[src/hw/rtl/dtp_pkg.sv]
package dtp_pkg;

  localparam int CHAR_W     = 8;
  localparam int NS_W       = 64;
  localparam int ST_W       = 2;
  localparam int CFG_W      = 5;
  localparam int CNT_W      = 5;
  localparam int PLACES_W   = CNT_W + 1;
  localparam int ULEN_W     = 3;
  localparam int LETTERS_W  = 32;
  localparam int EX_W       = 4;
  localparam int DIGIT_W    = 4;
  localparam int IN_DATA_W  = ((CHAR_W + 7) / 8) * 8;
  localparam int OUT_DATA_W = ((NS_W + ST_W + 7) / 8) * 8;
  localparam int OUT_PAD_W  = OUT_DATA_W - NS_W - ST_W;

  localparam logic [CFG_W-1:0]  MAX_DIGITS_RESET = 5'd9;
  localparam logic [CFG_W-1:0]  MAX_DIGITS_TOP   = 5'd19;
  localparam logic [PLACES_W-1:0] MAX_DIV_EXP    = 6'd19;
  localparam logic [ULEN_W-1:0] UNIT_CHARS       = 3'd4;
  localparam logic [ULEN_W-1:0] UNIT_LEN_MAX     = 3'd5;

  localparam logic [CHAR_W-1:0] CH_ZERO    = 8'h30;
  localparam logic [CHAR_W-1:0] CH_NINE    = 8'h39;
  localparam logic [CHAR_W-1:0] CH_POINT   = 8'h2e;
  localparam logic [CHAR_W-1:0] CH_UPPER_A = 8'h41;
  localparam logic [CHAR_W-1:0] CH_UPPER_Z = 8'h5a;
  localparam logic [CHAR_W-1:0] CASE_GAP   = 8'h20;

  // unit strings, first character in the low byte
  localparam logic [LETTERS_W-1:0] UNIT_NS   = 32'h0000_736e;
  localparam logic [LETTERS_W-1:0] UNIT_NSEC = 32'h6365_736e;
  localparam logic [LETTERS_W-1:0] UNIT_US   = 32'h0000_7375;
  localparam logic [LETTERS_W-1:0] UNIT_USEC = 32'h6365_7375;
  localparam logic [LETTERS_W-1:0] UNIT_MS   = 32'h0000_736d;
  localparam logic [LETTERS_W-1:0] UNIT_MSEC = 32'h6365_736d;
  localparam logic [LETTERS_W-1:0] UNIT_S    = 32'h0000_0073;
  localparam logic [LETTERS_W-1:0] UNIT_SEC  = 32'h0063_6573;
  localparam logic [LETTERS_W-1:0] UNIT_M    = 32'h0000_006d;
  localparam logic [LETTERS_W-1:0] UNIT_MIN  = 32'h006e_696d;

  localparam logic [EX_W-1:0] EX_US = 4'd3;
  localparam logic [EX_W-1:0] EX_MS = 4'd6;
  localparam logic [EX_W-1:0] EX_S  = 4'd9;

  localparam logic [NS_W-1:0] NS_MAX     = {NS_W{1'b1}};
  localparam logic [NS_W-1:0] MIN_NS     = 64'd60000000000;
  localparam logic [NS_W-1:0] MIN_FRAC_1 = 64'd6000000000;
  localparam logic [NS_W-1:0] MIN_FRAC_2 = 64'd600000000;
  localparam logic [NS_W-1:0] MIN_FRAC_3 = 64'd60000000;

  typedef enum logic [ST_W-1:0] {
    ST_OK     = 2'd0,
    ST_DIGITS = 2'd1,
    ST_UNIT   = 2'd2,
    ST_OVF    = 2'd3
  } status_t;

  typedef enum logic [3:0] {
    PH_INT  = 4'b0001,
    PH_LZ   = 4'b0010,
    PH_FRAC = 4'b0100,
    PH_UNIT = 4'b1000
  } phase_t;

  typedef enum logic [1:0] {
    U_PLAIN = 2'd0,
    U_SCALE = 2'd1,
    U_MIN   = 2'd2,
    U_BAD   = 2'd3
  } unit_kind_t;

  typedef enum logic [1:0] {
    F_NONE = 2'd0,
    F_MUL  = 2'd1,
    F_DIV  = 2'd2
  } frac_kind_t;

  typedef struct packed {
    logic take;
    logic mul_int;
    logic mul_frac;
    logic div_frac;
    logic cap_v;
    logic cap_f_mul;
    logic cap_f_div;
    logic cap_f_zero;
    logic res_direct;
    logic res_add;
    logic emit;
  } dtp_cmd_t;

  typedef struct packed {
    logic       digits_err;
    unit_kind_t unit_kind;
    frac_kind_t frac_kind;
    logic       mul_done;
    logic       div_done;
  } dtp_stat_t;

  function automatic logic [NS_W-1:0] pow10(input logic [4:0] idx);
    logic [NS_W-1:0] v;
    begin
      case (idx)
        5'd0:  v = 64'd1;
        5'd1:  v = 64'd10;
        5'd2:  v = 64'd100;
        5'd3:  v = 64'd1000;
        5'd4:  v = 64'd10000;
        5'd5:  v = 64'd100000;
        5'd6:  v = 64'd1000000;
        5'd7:  v = 64'd10000000;
        5'd8:  v = 64'd100000000;
        5'd9:  v = 64'd1000000000;
        5'd10: v = 64'd10000000000;
        5'd11: v = 64'd100000000000;
        5'd12: v = 64'd1000000000000;
        5'd13: v = 64'd10000000000000;
        5'd14: v = 64'd100000000000000;
        5'd15: v = 64'd1000000000000000;
        5'd16: v = 64'd10000000000000000;
        5'd17: v = 64'd100000000000000000;
        5'd18: v = 64'd1000000000000000000;
        5'd19: v = 64'd10000000000000000000;
        default: v = '0;
      endcase
      return v;
    end
  endfunction

endpackage

[src/hw/rtl/dtp_ctrl.sv]
module dtp_ctrl import dtp_pkg::*; (
  input  logic      clk,
  input  logic      rst,
  input  logic      in_valid,
  input  logic      in_last,
  output logic      in_ready,
  input  logic      out_ready,
  output logic      out_valid,
  input  dtp_stat_t stat,
  output dtp_cmd_t  cmd
);

  typedef enum logic [6:0] {
    S_IDLE  = 7'b0000001,
    S_CHECK = 7'b0000010,
    S_MULV  = 7'b0000100,
    S_MULF  = 7'b0001000,
    S_DIVF  = 7'b0010000,
    S_ADD   = 7'b0100000,
    S_EMIT  = 7'b1000000
  } state_t;

  state_t state, state_next;

  always_comb begin
    state_next = state;
    cmd        = '0;
    in_ready   = 1'b0;
    unique case (state)
      S_IDLE: begin
        in_ready = 1'b1;
        if (in_valid) begin
          cmd.take = 1'b1;
          if (in_last) begin
            state_next = S_CHECK;
          end
        end
      end
      S_CHECK: begin
        if (stat.digits_err || (stat.unit_kind == U_PLAIN) || (stat.unit_kind == U_BAD)) begin
          cmd.res_direct = 1'b1;
          state_next     = S_EMIT;
        end else begin
          cmd.mul_int = 1'b1;
          state_next  = S_MULV;
        end
      end
      S_MULV: begin
        if (stat.mul_done) begin
          cmd.cap_v = 1'b1;
          unique case (stat.frac_kind)
            F_MUL: begin
              cmd.mul_frac = 1'b1;
              state_next   = S_MULF;
            end
            F_DIV: begin
              cmd.div_frac = 1'b1;
              state_next   = S_DIVF;
            end
            default: begin
              cmd.cap_f_zero = 1'b1;
              state_next     = S_ADD;
            end
          endcase
        end
      end
      S_MULF: begin
        if (stat.mul_done) begin
          cmd.cap_f_mul = 1'b1;
          state_next    = S_ADD;
        end
      end
      S_DIVF: begin
        if (stat.div_done) begin
          cmd.cap_f_div = 1'b1;
          state_next    = S_ADD;
        end
      end
      S_ADD: begin
        cmd.res_add = 1'b1;
        state_next  = S_EMIT;
      end
      S_EMIT: begin
        if (!out_valid || out_ready) begin
          cmd.emit   = 1'b1;
          state_next = S_IDLE;
        end
      end
      default: begin
        state_next = S_IDLE;
      end
    endcase
  end

  always_ff @(posedge clk) begin
    if (rst) begin
      state     <= S_IDLE;
      out_valid <= 1'b0;
    end else begin
      state <= state_next;
      if (cmd.emit) begin
        out_valid <= 1'b1;
      end else if (out_ready) begin
        out_valid <= 1'b0;
      end
    end
  end

endmodule

[config.mk]
export PLATFORM = sky130hd
export DESIGN_NAME = dtp_ctrl
export DESIGN_NICKNAME = d
export VERILOG_FILES = /design/src/hw/rtl/dtp_pkg.sv /design/src/hw/rtl/dtp_ctrl.sv
export SDC_FILE = /design/constraint.sdc
export NUM_CORES = 1
export LEC_CHECK = 0
export BUFFER_PORTS_ARGS = -buffer_cell sky130_fd_sc_hd__buf_4
export CAP_MARGIN = 20
export CORE_MARGIN = 4
export CORE_UTILIZATION = 37
export CTS_CLUSTER_SIZE = 24
export DETAILED_ROUTE_END_ITERATION = 8
export PLACE_DENSITY = 0.66
export SLEW_MARGIN = 10
export SYNTH_ARGS = -nofsm -noshare
export SYNTH_HDL_FRONTEND = slang
export SYNTH_SLANG_ARGS = --single-unit
[constraint.sdc]
create_clock -name clk -period 2.4 [get_ports clk]
set_clock_uncertainty 0.2 [all_clocks]
set_input_delay 0.36 -clock clk [delete_from_list [all_inputs] [get_ports clk]]
set_output_delay 0.36 -clock clk [all_outputs]
set_load 0.005 [all_outputs]
# Word-level counts from Yosys, hierarchy flattened
# Index checks and enable logic that the tools add are counted.
# totals
register_bits	8
inputBits	12
out_inout_bits	13
word_cells	58
# classes
eq_ne	16
mux	32
reduce_logical	8
# op_table
op	count
$mux 7	7
$pmux 7 s7	1
$mux 1	21
$ne 2x2->1 const B	6
$pmux 6 s2	1
$eq 7x1->1 const B	1
$eq 7x2->1 const B	1
$eq 7x3->1 const B	1
$eq 7x4->1 const B	1
$eq 7x5->1 const B	1
$eq 7x6->1 const B	1
$eq 7x7->1 const B	1
$mux 3	2
$reduce_and 6->1	1
$eq 2x2->1 const B	2
$logic_or 1x1->1	3
$eq 2x1->1 const B	1
$logic_not 2->1	1
$reduce_bool 2->1	1
$reduce_or 2->1	1
$logic_not 1->1	1

# Longest topological paths before layout
# Gate-level depths: netlist of the first run.
# logic_depth
depth_word	5
mapped_depth	6
mapped_depth_nobuf	6

# Worst setup path before layout of the first run
# No wires, ideal clock.
# synth_path
path_kind	reg2out
start	reg state[5]
end	out cmd[3] in the netlist's numbering
arrival_time_ns	1.483
required_ns	1.840
path_slack_ns	0.357
stages_incl_launch_ff	5
n_path_buf	1
cell_sequence	dfxtp_1 or4_1 buf_2 nor4_2 and2_1
# synth_lines
element	line_no	source
from (decl)	dtp_ctrl.sv:23	state_t state, state_next;
from (signal assigned)	dtp_ctrl.sv:100	state <= state_next;
to (decl)	dtp_ctrl.sv:10	output dtp_cmd_t cmd

==> results of run 1 <==
-- repair_timing --
item | 4_1_cts | 5_1_grt
endpoints found under the setup margin | 0 | 6
hold buffers | 0 | 0
gates resized for setup | 0 | 5
-- area by class of cell --
| class | count | area [µm²] | area share |
|---|---|---|---|
| Clock buffer | 3 | 22.5 | 0.0232 |
| Multi-Input combinational cell | 67 | 532 | 0.548 |
| Timing Repair Buffer | 27 | 203 | 0.209 |
| Tap cell | 25 | 31.3 | 0.0322 |
| Inverter | 6 | 22.5 | 0.0232 |
| Sequential cell | 8 | 160 | 0.165 |
-- layer usage --
metal,vias up,share of wire,GRT usage
met3,3,0.065,0.0287
met1,341,0.44,0.193
met2,29,0.48,0.228
met5,-,0,0
li1,361,-,-
met4,0,0.012,0.0699
-- state kept, by name, summed over array words and instances (netlist names) --
name / count
state: 7
out_valid: 1
-- worst max-delay path, stage by stage (launching register included) --
cell and delay, ps:
dfxtp_1 360, or4_4 570, buf_4 180, nor4_2 250
buf_4 160
-- path summary, 6_finish.rpt --
path	slack, ps	endpoint	startpoint	cells after the start
worst min-delay path	110	state[2]	rst	2
worst max register to register	360	state[3]	state[5]	5
worst min register to register	310	out_valid	out_valid	2
worst max-delay path	50	cmd[5]	state[5]	4
-- kinds of logic (layout without fill, tap and decap cells) --
group                      Yosys count  after routing
AOI/OAI and AO/OA                   14             14
xor gates and xnor gates             3              3
adders and majority gates            3              3
buffers and inverters               12             36
DFF                                  8              8
muxes                                2              2
and+or+nand+nor                     45             45
-- cell usage after synthesis --
| master | number | area share |
|---|---|---|
| nor4b_4 | 1 | 0.033 |
| o211ai_1 | 1 | 0.011 |
| nor2_1 | 8 | 0.042 |
| and2_1 | 8 | 0.070 |
| buf_2 | 5 | 0.035 |
| nor4_1 | 3 | 0.026 |
| nor4b_1 | 1 | 0.012 |
| ha_1 | 3 | 0.053 |
| nand4_1 | 1 | 0.0088 |
| xnor2_1 | 2 | 0.025 |
| inv_1 | 6 | 0.032 |
| nor3b_1 | 1 | 0.011 |
| buf_4 | 1 | 0.011 |
| or3_1 | 1 | 0.0088 |
| nor3_1 | 4 | 0.028 |
| nand3b_1 | 3 | 0.032 |
| nor4bb_1 | 2 | 0.028 |
| a21oi_1 | 5 | 0.035 |
| nand2_1 | 1 | 0.0053 |
| and4b_1 | 1 | 0.014 |
| mux2i_1 | 2 | 0.028 |
| o21ai_0 | 2 | 0.014 |
| or3_4 | 1 | 0.016 |
| o31ai_1 | 2 | 0.021 |
| nor4_2 | 1 | 0.018 |
| o211a_1 | 1 | 0.014 |
| nand3_1 | 2 | 0.014 |
| a2111oi_4 | 1 | 0.039 |
| o21a_1 | 1 | 0.011 |
| xor2_1 | 1 | 0.012 |
| nor2b_1 | 1 | 0.0088 |
| dfxtp_1 | 8 | 0.22 |
| a32o_2 | 1 | 0.016 |
| nand2b_1 | 4 | 0.035 |
| or4_1 | 1 | 0.011 |
-- through the flow --
stage                     power, mW  cells
after floorplan               0.320     87
after global placement        0.389    133
after detailed placement      0.393    133
after CTS                     0.503    136
after global routing          0.565    136
final                         0.531    136
-- power groups by stage --
stage	logic [mW]	clock network [mW]	registers, mW
after global placement	0.216	0	0.173
after detailed placement	0.219	0	0.174
after floorplan	0.162	0	0.158
final	0.242	0.112	0.176
after global routing	0.268	0.118	0.179
after CTS	0.220	0.112	0.171
==> impl_metrics.toml, run 1 <==
[synthesis]
synth_xor_area_frac = 0.0368
synth_simple_gate_area_frac = 0.421
yosysWarnings = 0
synth_adder_area_share = 0.0526
ys_seq_area_frac = 0.225
avgSynthCellArea_um2 = 8.20
synth-seq-cells = 8
syn-instance-count = 87
synth_compound_area_frac = 0.160
ys_types = 35
synth_top_family_by_area = "simple AND/OR/NAND/NOR gates"
netlist_area_um2 = 713
syn_nets = 102
synthMuxAreaShare = 0.0281

[route]
first_pass_iters = 4
antenna_left = 0
viasPerCell = 5.40
drt_iter0_drc = 14
vias = 734
drt-wirelength-per-cell_um = 13.3
drt-total-wl_um = 1810
drcViolationCount = 0

[place]
dpl-instance-area_um2 = 915
gp_congestion = 0.766
hpwl_um = 1380
place_ws_ps = 318
port_buffers = 24

[layout]
final_cell_mix = "buf_4 (27), nor2_1 (8), and2_1 (8), dfxtp_1 (8), inv_1 (6)"
nets = 128
final_util = 0.545
final_common_cell = "buf_4"
insertedDiodeCount = 0
fill_cells = 160
syn_to_final_growth_pct = 36.1
drive_above_1_share = 0.342
fin_area_um2 = 971

[outcome]
outcome = "finished clean"

[cts]
clk_path_buf_depth = 2
cts-root-buf = "clkbuf_4"
h-tree-depth = 1
numCtsBuffers = 3
post_cts_buffers = 0
cts_tree = "yes"
cts_num_sinks = 8
insertion_delay_ps = 260
path_clk_slew_ps = 60

[min_path]
hold_class = "in2reg"

[grt]
antenna_found_initial = 0
grt_usage = 0.147
grt_pass1_wl_um = 2970
grt_max_degree = 13
grt_pass1_vias = 689
grt-ovfl-total = 0

[pwr]
p_sw_mw = 0.198
leakage_nw = 0.446
internal_power_mw = 0.332
power_frac_comb = 0.457
peakVddDrop_mv = 0.265
p_clk_frac = 0.211
switching_share = 0.374
power_density_nw_per_um2 = 547
seq_power_share = 0.332

[setup_path]
arrival_ps = 1790
path_class = "reg2out"
cp-end-kind = "primary output"
crit_required_ps = 1840
cp_max_fo = 6
start_kind = "flop"

[floorplan]
start_util = 0.400
row_count = 15
dieHeight_um = 51.9
io_pins = 25
dieArea_um2 = 2690
core_area_um2 = 1780
chipWidth_um = 51.9

[sta]
fin_crit_sh = 0.979
fin_crit_ps = 2350
slew_headroom = 0.693
rsz0062_at_grt = "true"
fmax_ghz = 0.426
hold_viol = 0
fin_setup_tns_ps = 0
worstMarginPinSlew_ps = 460
fin_ws_ps = 50.8
holdWs_ps = 109
setup_viol = 0
maxSlewViolCount = 0

[job]
drv_cap = 0
No activity file was read; power rests on OpenSTA's default activity.
==> run 2, diff against run 1 <==
CORE_UTILIZATION = 30   (was 37)
GPL_TIMING_DRIVEN = 1   (was not set)
PLACE_DENSITY = 0.57   (was 0.66)
==> run 2 against run 1 <==
- cell count up 3.7%
- hold slack worse by 7.9 ps
- clock power about the same
- die area up 20%
- combinational power down 4%
==> impl_metrics.toml, run 2 (synthesis gave the netlist of run 1 again) <==
[outcome]
outcome = "finished clean"

[pwr]
p_sw_mw = 0.186
internal_power_mw = 0.330
leakage_nw = 0.454
seq_power_share = 0.339
switching_share = 0.360
peakVddDrop_mv = 0.347
power_frac_comb = 0.451
p_clk_frac = 0.211
power_density_nw_per_um2 = 528

[route]
drt-total-wl_um = 1690
drt_iter0_drc = 17
antenna_left = 0
viasPerCell = 5.01
drt-wirelength-per-cell_um = 12.0
top_layer_used = "met4"
drcViolationCount = 0
wl_met1_um = 777
routed-wl-met2_um = 749
vias = 706
first_pass_iters = 4
routed-wl-met3_um = 140

[layout]
largest_register_ffs = 7
instances_no_fill = 141
final_util = 0.438
multi_input_area_um2 = 517
seq_area_um2 = 164
insertedDiodeCount = 0
regMostFlops = "state"
nets = 130
drive_above_1_share = 0.372
top_regs = "state x7, out_valid x1"
final_cell_mix = "buf_4 (29), nor2_1 (8), and2_1 (8)"
fill_cells = 226
final_common_cell = "buf_4"
syn_to_final_growth_pct = 37.2

[place]
port_buffers = 24
place_ws_ps = 290
place_inst = 137
hpwl_um = 1380
gp_congestion = 0.765

[grt]
grt_max_degree = 13
grt_pass1_wl_um = 2810
grt_pass1_vias = 659
antenna_found_initial = 0
grt-ovfl-total = 0
grt_usage = 0.111

[cts]
cts-root-buf = "clkbuf_4"
cts_num_sinks = 8
clk_path_buf_depth = 2
path_clk_slew_ps = 50
numCtsBuffers = 3
cts_tree = "yes"
h-tree-depth = 1
holdBufCountCts = 0
insertion_delay_ps = 270

[setup_path]
arrival_ps = 1760
cp-end-kind = "primary output"
crit_required_ps = 1840
path_cells = "or4_4 -> nor4_4 -> and2_1 -> buf_4"
path_class = "reg2out"
slowest_delay_ps = 560
slowest_stage = "or4_4"
cp_max_fo = 6
start_kind = "flop"

[sta]
slew_headroom = 0.736
fin_ws_ps = 79.1
fmax_ghz = 0.431
worstMarginPinSlew_ps = 396
holdWs_ps = 102
fin_crit_ps = 2320
fin_crit_sh = 0.967
hold_viol = 0
maxSlewViolCount = 0
fin_setup_tns_ps = 0
rsz0062_at_grt = "true"
setup_viol = 0

[min_path]
hold_class = "in2reg"

[floorplan]
row_count = 17
core_area_um2 = 2230
io_pins = 25
dieArea_um2 = 3220
start_util = 0.319
dieHeight_um = 56.8
chipWidth_um = 56.8

[job]
drv_cap = 0
-- run 2: cell types whose count changed in the layout (fill, tap and decap cells not counted), sizes merged --
cell / previous run / this run
buf: 27 / 29
-- run 2: power by group through the flow --
stage	sequential [mW]	clock (mW)	combinational (mW)
2_1_floorplan	0.158	0	0.162
3_3_place_gp	0.173	0	0.218
3_5_place_dp	0.173	0	0.222
4_1_cts	0.171	0.114	0.226
5_1_grt	0.178	0.120	0.260
6_report	0.175	0.109	0.233
-- run 2: path summary, 6_finish.rpt --
check / from / endpoint / slack [ps] / cells after the start
max: state[5] / cmd[8] / 80 / 4
min: rst / out_valid / 100 / 2
max reg2reg: state[5] / state[3] / 440 / 5
min reg2reg: out_valid / out_valid / 300 / 2
-- run 2: cell type report --
| cell class | instances | share of cell area |
|---|---|---|
| timing repair buffer | 29 | 0.223 |
| inverter | 6 | 0.0230 |
| multi-input combinational | 67 | 0.528 |
| sequential | 8 | 0.168 |
| clock buffer | 3 | 0.0230 |
| tap | 28 | 0.0358 |
-- run 2: critical path: cells and delay by family, from the launching register on --
kind / cells / cell delay (ps)
and+or+nand+nor: 3 / 1050
DFF: 1 / 340
buffers and inverters: 1 / 100
-- run 2: through the flow --
stage / total power [mW] / area, µm²
2_1_floorplan: 0.320 / 713
3_3_place_gp: 0.392 / 926
3_5_place_dp: 0.395 / 926
4_1_cts: 0.511 / 957
5_1_grt: 0.558 / 978
6_report: 0.516 / 978
-- run 2: metal layers --
metal,GRT usage,up-vias
met5,0,-
met4,0.0397,0
li1,-,366
met2,0.162,22
met3,0.0529,3
met1,0.142,315
-- run 2: what timing repair did --
item | 4_1_cts | 5_1_grt
cloned | 0 | 0
buffers inserted | 0 | 1
endpoints found under the setup margin | 3 | 5
pin swaps | 0 | 2
resized for setup | 1 | 5
